**config.mk**
```make
export PLATFORM = sky130hd
export DESIGN_NAME = fpa_div_cell
export DESIGN_NICKNAME = d
export VERILOG_FILES = /design/src/rtl/fpa_pkg.sv /design/src/rtl/fpa_div_cell.sv
export SDC_FILE = /design/constraint.sdc
export NUM_CORES = 1
export LEC_CHECK = 0
export BUFFER_PORTS_ARGS = -buffer_cell sky130_fd_sc_hd__clkbuf_2
export CORE_UTILIZATION = 45
export CTS_BUF_LIST = sky130_fd_sc_hd__clkbuf_4
export CTS_CLUSTER_SIZE = 8
export DETAILED_ROUTE_END_ITERATION = 16
export PLACE_DENSITY = 0.82
export RECOVER_POWER = 25
export SKIP_CTS_REPAIR_TIMING = 1
export SYNTH_ARGS = -nofsm -noshare
export SYNTH_HDL_FRONTEND = slang
export SYNTH_SLANG_ARGS = --single-unit
```
**constraint.sdc**
```tcl
create_clock -name clk -period 0.8 [get_ports clk]
set_input_delay 0.04 -clock clk [delete_from_list [all_inputs] [get_ports clk]]
set_output_delay 0.04 -clock clk [all_outputs]
set_load 0.02 [all_outputs]
```
**src/rtl/fpa_pkg.sv**
```systemverilog
// Shared types and constants for the Q24.8 fixed-point ALU.
`default_nettype none
package fpa_pkg;

	localparam int FracBitsDefault = 8;
	localparam int DataW = 32;

	typedef enum logic [3:0] {
		OP_ADD      = 4'd0,
		OP_SUB      = 4'd1,
		OP_MUL      = 4'd2,
		OP_DIV      = 4'd3,
		OP_INC      = 4'd4,
		OP_DEC      = 4'd5,
		OP_MIN      = 4'd6,
		OP_MAX      = 4'd7,
		OP_CMP      = 4'd8,
		OP_FROM_INT = 4'd9,
		OP_TO_INT   = 4'd10
	} op_t;

	// Side information that rides along the divider chain with each request.
	typedef struct packed {
		logic             valid;
		logic             is_div;
		logic             is_mul;
		logic             neg;
		logic             dz;
		logic             gt;
		logic             lt;
		logic             eq;
		logic [DataW-1:0] alt;
	} tag_t;

endpackage
`default_nettype wire

```
**src/rtl/fpa_div_cell.sv**
```systemverilog
// One restoring-division step: develops one quotient bit per cycle while enabled.
`default_nettype none
module fpa_div_cell import fpa_pkg::*; #(
	parameter int QW = 40
) (
	input  wire logic             clk,
	input  wire logic             arst_n,
	input  wire logic             en,
	input  wire tag_t             tag_i,
	input  wire logic [DataW-1:0] rem_i,
	input  wire logic [DataW-1:0] den_i,
	input  wire logic [QW-1:0]    nq_i,
	output tag_t                  tag_q,
	output logic      [DataW-1:0] rem_q,
	output logic      [DataW-1:0] den_q,
	output logic      [QW-1:0]    nq_q
);

	logic [DataW:0]   rem_sh;
	logic [DataW:0]   diff;
	logic             fits;

	// Shift in the next dividend bit and try the subtract
	assign rem_sh = {rem_i, nq_i[QW-1]};
	assign diff   = rem_sh - {1'b0, den_i};
	assign fits   = !diff[DataW];

	// Advance the request tag, cleared under reset
	always_ff @(posedge clk or negedge arst_n) begin
		if (!arst_n) begin
			tag_q <= '0;
		end else if (en) begin
			tag_q <= tag_i;
		end
	end

	// Advance payload to the next cell
	always_ff @(posedge clk) begin
		if (en) begin
			rem_q        <= fits ? diff[DataW-1:0] : rem_sh[DataW-1:0];
			den_q        <= den_i;
			nq_q         <= {nq_i[QW-2:0], fits};
		end
	end

endmodule
`default_nettype wire

```
==> results of run 1 <==
## through the flow
| step | power (µW) | setup TNS [ns] | cells |
|---|---|---|---|
| 3_5_place_dp | 15300 | -63.66 | 1169 |
| 5_1_grt | 23000 | -103.51 | 1361 |
| 4_1_cts | 20000 | -98.48 | 1201 |
| 2_1_floorplan | 12600 | -51.75 | 548 |
| 6_report | 22300 | -96.10 | 1362 |
| 3_3_place_gp | 15100 | -60.84 | 1169 |
## where the power goes
| part | internal [µW] | switching [µW] |
|---|---|---|
| Clock | 1940 | 3010 |
| Sequential | 8960 | 455 |
| Combinational | 4080 | 3800 |
| Total | 15000 | 7270 |
## cell families (layout without fill, tap and decap cells)
family                     count (synthesis)  count (layout)
DFF                                      144             144
AOI/OAI and AO/OA                        120             120
and+or+nand+nor                          108             108
buffers and inverters                     61             663
muxes                                     58              58
adders and majority gates                 33              33
xor gates and xnor gates                  24              24
other                                      0               1
## synth_stat cells, drive strengths merged (3+ instances only)
library cell / instances
nor3: 4
nor2b: 5
and3: 6
edfxtp: 104
clkbuf: 12
nand4: 7
o21ai: 24
o21a: 6
xor2: 10
a211oi: 4
a21oi: 36
ha: 32
buf: 7
dfrtp: 40
nand2b: 5
nor2: 16
o21bai: 5
a21o: 15
and2: 3
mux2: 58
o31ai: 5
nand3: 11
inv: 42
o211ai: 9
xnor2: 14
nand2: 44
## worst paths after layout
check,start,endpoint,slack [ns],depth (start not counted)
min reg2reg,tag_q[26],tag_q[26],0.55,1
min in group asynchronous,arst_n,tag_q[10],0.52,4
max reg2reg,tag_q[29],tag_q[29],-0.15,2
max,nq_i[39],rem_q[21],-1.22,13
min,den_i[0],den_q[0],-0.36,1
max in group asynchronous,arst_n,tag_q[15],0.05,4
## placed cells by master, fill, tap and decap left out, drive strengths merged, types with 6 or more instances in the layout
cell type	count
a21o	15
a21oi	36
and3	6
buf	297
clkbuf	166
dfrtp	40
dlygate4sd3	144
edfxtp	104
ha	32
inv	48
mux2	58
nand2	44
nand3	11
nand4	7
nor2	16
o211ai	9
o21a	6
o21ai	24
xnor2	14
xor2	10
## metal layers
| layer | part of all wire (%) | routed length (µm) | vias to the layer above | GRT usage [%] |
|---|---|---|---|---|
| met4 | 4.9 | 1370 | 0 | 9.38 |
| met2 | 53 | 14900 | 489 | 42.8 |
| met3 | 7.8 | 2180 | 140 | 7.08 |
| met5 | 0 | 0 | - | 0 |
| li1 | - | - | 3209 | - |
| met1 | 34 | 9630 | 3529 | 26.4 |
## flip-flops by register name (all words and copies together) (netlist names)
signal  count
tag_q      40
den_q      32
nq_q       40
rem_q      32
## layout make-up
| class | instances | area (µm²) | share of cell area, % |
|---|---|---|---|
| repair buffers | 589 | 4850 | 38.3 |
| flip-flops and latches | 144 | 4170 | 32.9 |
| multi-input cells | 343 | 2920 | 23.0 |
| well taps | 211 | 264 | 2.08 |
| inverters | 42 | 175 | 1.38 |
| clock inverters | 14 | 155 | 1.22 |
| clock buffers | 18 | 135 | 1.07 |
| diodes | 1 | 2.50 | 0.0197 |
==> impl_metrics.yaml, run 1 <==
status:
  status: "complete, but fails checks"
  violations: "negative hold slack, negative setup slack"
timing:
  drv_slew: 0
  rsz0062_at_grt: "true"
  fin_crit_sh_pct: 252
  timing.final.ws_setup_ns: -1.22
  setup_viol: 229
  hold_violations: 2
  fin_hold_ws_ns: -0.359
  max_slew.worst_pin.slew_ns: 0.623
  slew_headroom_pct: 58.4
  period_needed_ns: 2.02
  worst_clock_skew_ns: 0
  fmax_mhz: 495
final_layout:
  area_growth_pct: 80.0
  fin_area_um2: 12700
  nNetsFinal: 1317
  drive_above_1_share_pct: 53.2
  nFillCells: 743
  utilization_pct: 83.1
global_route:
  grt_max_degree: 41
  antenna_found_initial: 1
  grt_pass1_vias: 6074
  track_usage_pct: 23.8
  grt_pass1_wl_mm: 29.3
  grt-ovfl-total: 0
power_and_ir_drop:
  vdd_drop_max_v: 0.00130
  powerDensity_nw_per_um2: 1760
  power_leakage_uw: 0.00583
synth:
  syn_inst: 548
  synth_top_family_by_area: "compound AO/OA/AOI/OAI gates"
  async_flop_share_pct: 27.8
  synth_edf_count: 104
  syn-cell-area_um2: 7040
  seq_area_frac_synth_pct: 58.6
  synthFlopType: "edfxtp_1"
  syn_nets: 728
  yosysTopAreaCell: "edfxtp_1"
  yosys.area_share.simple_pct: 7.35
  synth_xor_area_share_pct: 2.98
  synth_area_leaders: "edfxtp_1 (44%), dfrtp_1 (14%), mux2_2 (6.4%), ha_1 (5.7%), mux2_4 (3.8%)"
  synth_compound_area_share_pct: 11.3
  muxShareOfSynthArea_pct: 10.2
  syn_area_per_cell_um2: 12.9
  synth.distinct_cells: 52
  synthAdderAreaFrac_pct: 5.97
  synth_top_area_share_pct: 44.3
  yosysWarnings: 0
  ys_ff_latch: 144
placed_design:
  dp_hpwl_mm: 15.4
  placed_cell_area_um2: 9960
  dpl_worst_slack_ns: -1.91
  gp_congestion: 0.910
  numPortBuffers: 290
clock_network:
  clock_latency_ns: 0.56
  cts_root_buf: "clkbuf_4"
  ctsLongestPathBuffers: 2
  clk_pin_slew_ns: 0.14
  tritoncts: "done"
  cts.htree.levels: 4
  cts.sinks: 144
  cts_buffers: 17
worst_setup_path:
  crit_buf_inv: 4
  required_ns: 1.13
  worst_setup_path_end_kind: "register"
  crit_top_cell: "inv_4"
  critical_path_class: "in2reg"
  startpoint_type: "input pin"
  worst_path_dominant_cell_family: "compound AO/OA/AOI/OAI gates"
  critical_path.slowest_cell: "fa_2"
  cp_cell_sequence: "buf_8 > inv_4 > ha_4 > fa_2 > nand2b_4 > a21oi_4 > o211ai_1 > a21oi_2 > o21a_1 > o211ai_4 > inv_4 > clkbuf_16 > mux2_4"
  cp.arrival_ns: 2.35
  critPathMaxStageDelay_ns: 0.38
  path_max_fanout: 6
routing:
  wl_per_cell_um: 20.6
  drt-vias-per-instance: 5.41
  drtIter0Drc: 644
  vias: 7367
  drtPass1Iterations: 6
  route.detailed.drc: 0
  wl_mm: 28.1
  ant_nets: 0
die:
  coreArea_um2: 15300
  initial_core_util_pct: 46.2
  io_pins: 291
  die_x_um: 127
  die_h_um: 127
  rows: 45
  fp.dieArea_um2: 16200
hold_path:
  hold_path_class: "in2reg"
run:
  cap_viol_max_count: 0
Power figures use the tool's default switching activity.
==> inputs of run 2 (changes only) <==
REMOVE_ABC_BUFFERS = 1   (was default)
==> impl_metrics.yaml, run 2 (synthesis results as in run 1) <==
placed_design:
  dp_hpwl_mm: 16.0
  dp.cells: 1182
  dpl_worst_slack_ns: -2.04
  numPortBuffers: 290
  gp_congestion: 0.874
timing:
  setup_viol: 333
  tns_ns: -119.70
  fin_hold_ws_ns: 0.0375
  timing.final.ws_setup_ns: -1.53
  worst_clock_skew_ns: 0
  drv_slew: 0
  slew_headroom_pct: 59.4
  fmax_mhz: 429
  rsz0062_at_grt: "true"
  max_slew.worst_pin.slew_ns: 0.609
  fin_crit_sh_pct: 292
  period_needed_ns: 2.33
  hold_violations: 0
clock_network:
  ctsLongestPathBuffers: 2
  cts.htree.levels: 4
  cts_root_buf: "clkbuf_4"
  clk_pin_slew_ns: 0.15
  clock_latency_ns: 0.58
  cts.sinks: 144
  tritoncts: "done"
  cts_buffers: 17
final_layout:
  mostFrequentLayoutCell: "buf_4"
  nFillCells: 684
  regArea_um2: 4120
  multi_input_area_um2: 2850
  area_growth_pct: 80.8
  fin_cells: 1382
  nNetsFinal: 1334
  reg.largest.list: "nq_q: 40 flops, tag_q: 40 flops"
  drive_above_1_share_pct: 49.2
  final_cell_mix: "buf_4 (151), dlygate4sd3_1 (148), clkbuf_2 (143)"
die:
  rows: 45
  coreArea_um2: 15300
  io_pins: 291
  initial_core_util_pct: 46.2
  die_h_um: 127
  die_x_um: 127
  fp.dieArea_um2: 16200
power_and_ir_drop:
  vdd_drop_max_v: 0.00114
  p_comb_share_pct: 35.7
  seqPwrFrac_pct: 41.5
  p_sw_uw: 7740
  powerDensity_nw_per_um2: 1790
  p_sw_share_pct: 34.0
  power_leakage_uw: 0.00593
  p_int_uw: 15000
  p_clk_share_pct: 22.8
worst_setup_path:
  cp-startpoint: "den_i[15]"
  worst_setup_path_end_kind: "register"
  critical_path_class: "in2reg"
  r2r-start: "tag_q[36]"
  critical_path.slowest_cell: "a221o_1"
  startpoint_type: "input pin"
  critPathMaxStageDelay_ns: 0.37
  cp_cell_sequence: "clkbuf_2 > inv_1 > ha_4 > nand3_1 > o211ai_1 > a221o_1 > a211o_1 > o21a_1 > o211ai_4 > clkinv_4 > clkbuf_16 > mux2_4"
  cp.arrival_ns: 2.68
  path_max_fanout: 5
  required_ns: 1.14
routing:
  drt-vias-per-instance: 5.61
  wl_per_cell_um: 23.1
  vias: 7747
  drtIter0Drc: 888
  route.detailed.drc: 0
  wl_mm: 31.9
  ant_nets: 0
  drtPass1Iterations: 6
run:
  cap_viol_max_count: 0
global_route:
  grt_max_degree: 41
  antenna_found_initial: 4
  grt.busiest_layer: "met2"
  track_usage_pct: 24.7
  use_met3_pct: 7.33
  globalRouteMet2Util_pct: 43.1
  grt_pass1_vias: 6041
  grt-ovfl-total: 0
  grt_pass1_wl_mm: 30.1
  met1_usage_pct: 26.6
hold_path:
  hold_path_class: "in2reg"
  min_from: "den_i[1]"
status:
  violations: "negative setup slack"
  status: "complete, but fails checks"
==> run 2: per-layer routing <==
| layer | vias to the layer above | wire length (µm) |
|---|---|---|
| met5 | - | 0 |
| met3 | 213 | 3180 |
| met4 | 0 | 2680 |
| met1 | 3635 | 10400 |
| li1 | 3248 | - |
| met2 | 651 | 15700 |
==> run 2: layout make-up <==
type,count,share of cell area [%]
Antenna cell,4,0.0786
Multi-Input combinational cell,343,22.4
Clock buffer,17,1.00
Timing Repair Buffer,606,39.5
Clock inverter,15,1.33
Sequential cell,144,32.4
Tap cell,211,2.07
Inverter,42,1.32
==> run 2: power by group through the flow <==
stage | Sequential [µW] | Combinational (µW) | Clock, µW
2_1_floorplan | 10300 | 2040 | 0
3_3_place_gp | 9320 | 5780 | 0
3_5_place_dp | 9360 | 5910 | 0
4_1_cts | 9190 | 5940 | 4960
5_1_grt | 9500 | 8460 | 5460
6_report | 9460 | 8140 | 5190
==> run 2: final timing paths <==
path                             endpoint  slack (ns)  cells past startpoint
worst max-delay path            rem_q[18]       -1.53                     12
worst min-delay path             rem_q[1]        0.04                      3
worst max register to register  tag_q[36]       -0.21                      2
worst min register to register  tag_q[12]        0.55                      1
max in group asynchronous       tag_q[34]       -0.03                      4
min in group asynchronous       tag_q[11]        0.60                      4
==> run 2: metrics by stage <==
step	util [%]	instance area (µm²)	power (µW)
2_1_floorplan	-	6950	12400
3_3_place_gp	65.0	9920	15100
3_5_place_dp	65.0	9920	15300
4_1_cts	67.0	10200	20100
5_1_grt	83.5	12700	23400
6_report	83.5	12700	22800
==> run 2: worst max-delay path, delay by kind of cell <==
| family | cells | cell delay, ns |
|---|---|---|
| buf+inv | 4 | 0.56 |
| fa+ha+maj | 1 | 0.23 |
| mux | 1 | 0.31 |
| simple gates | 1 | 0.25 |
| compound gates | 5 | 1.27 |
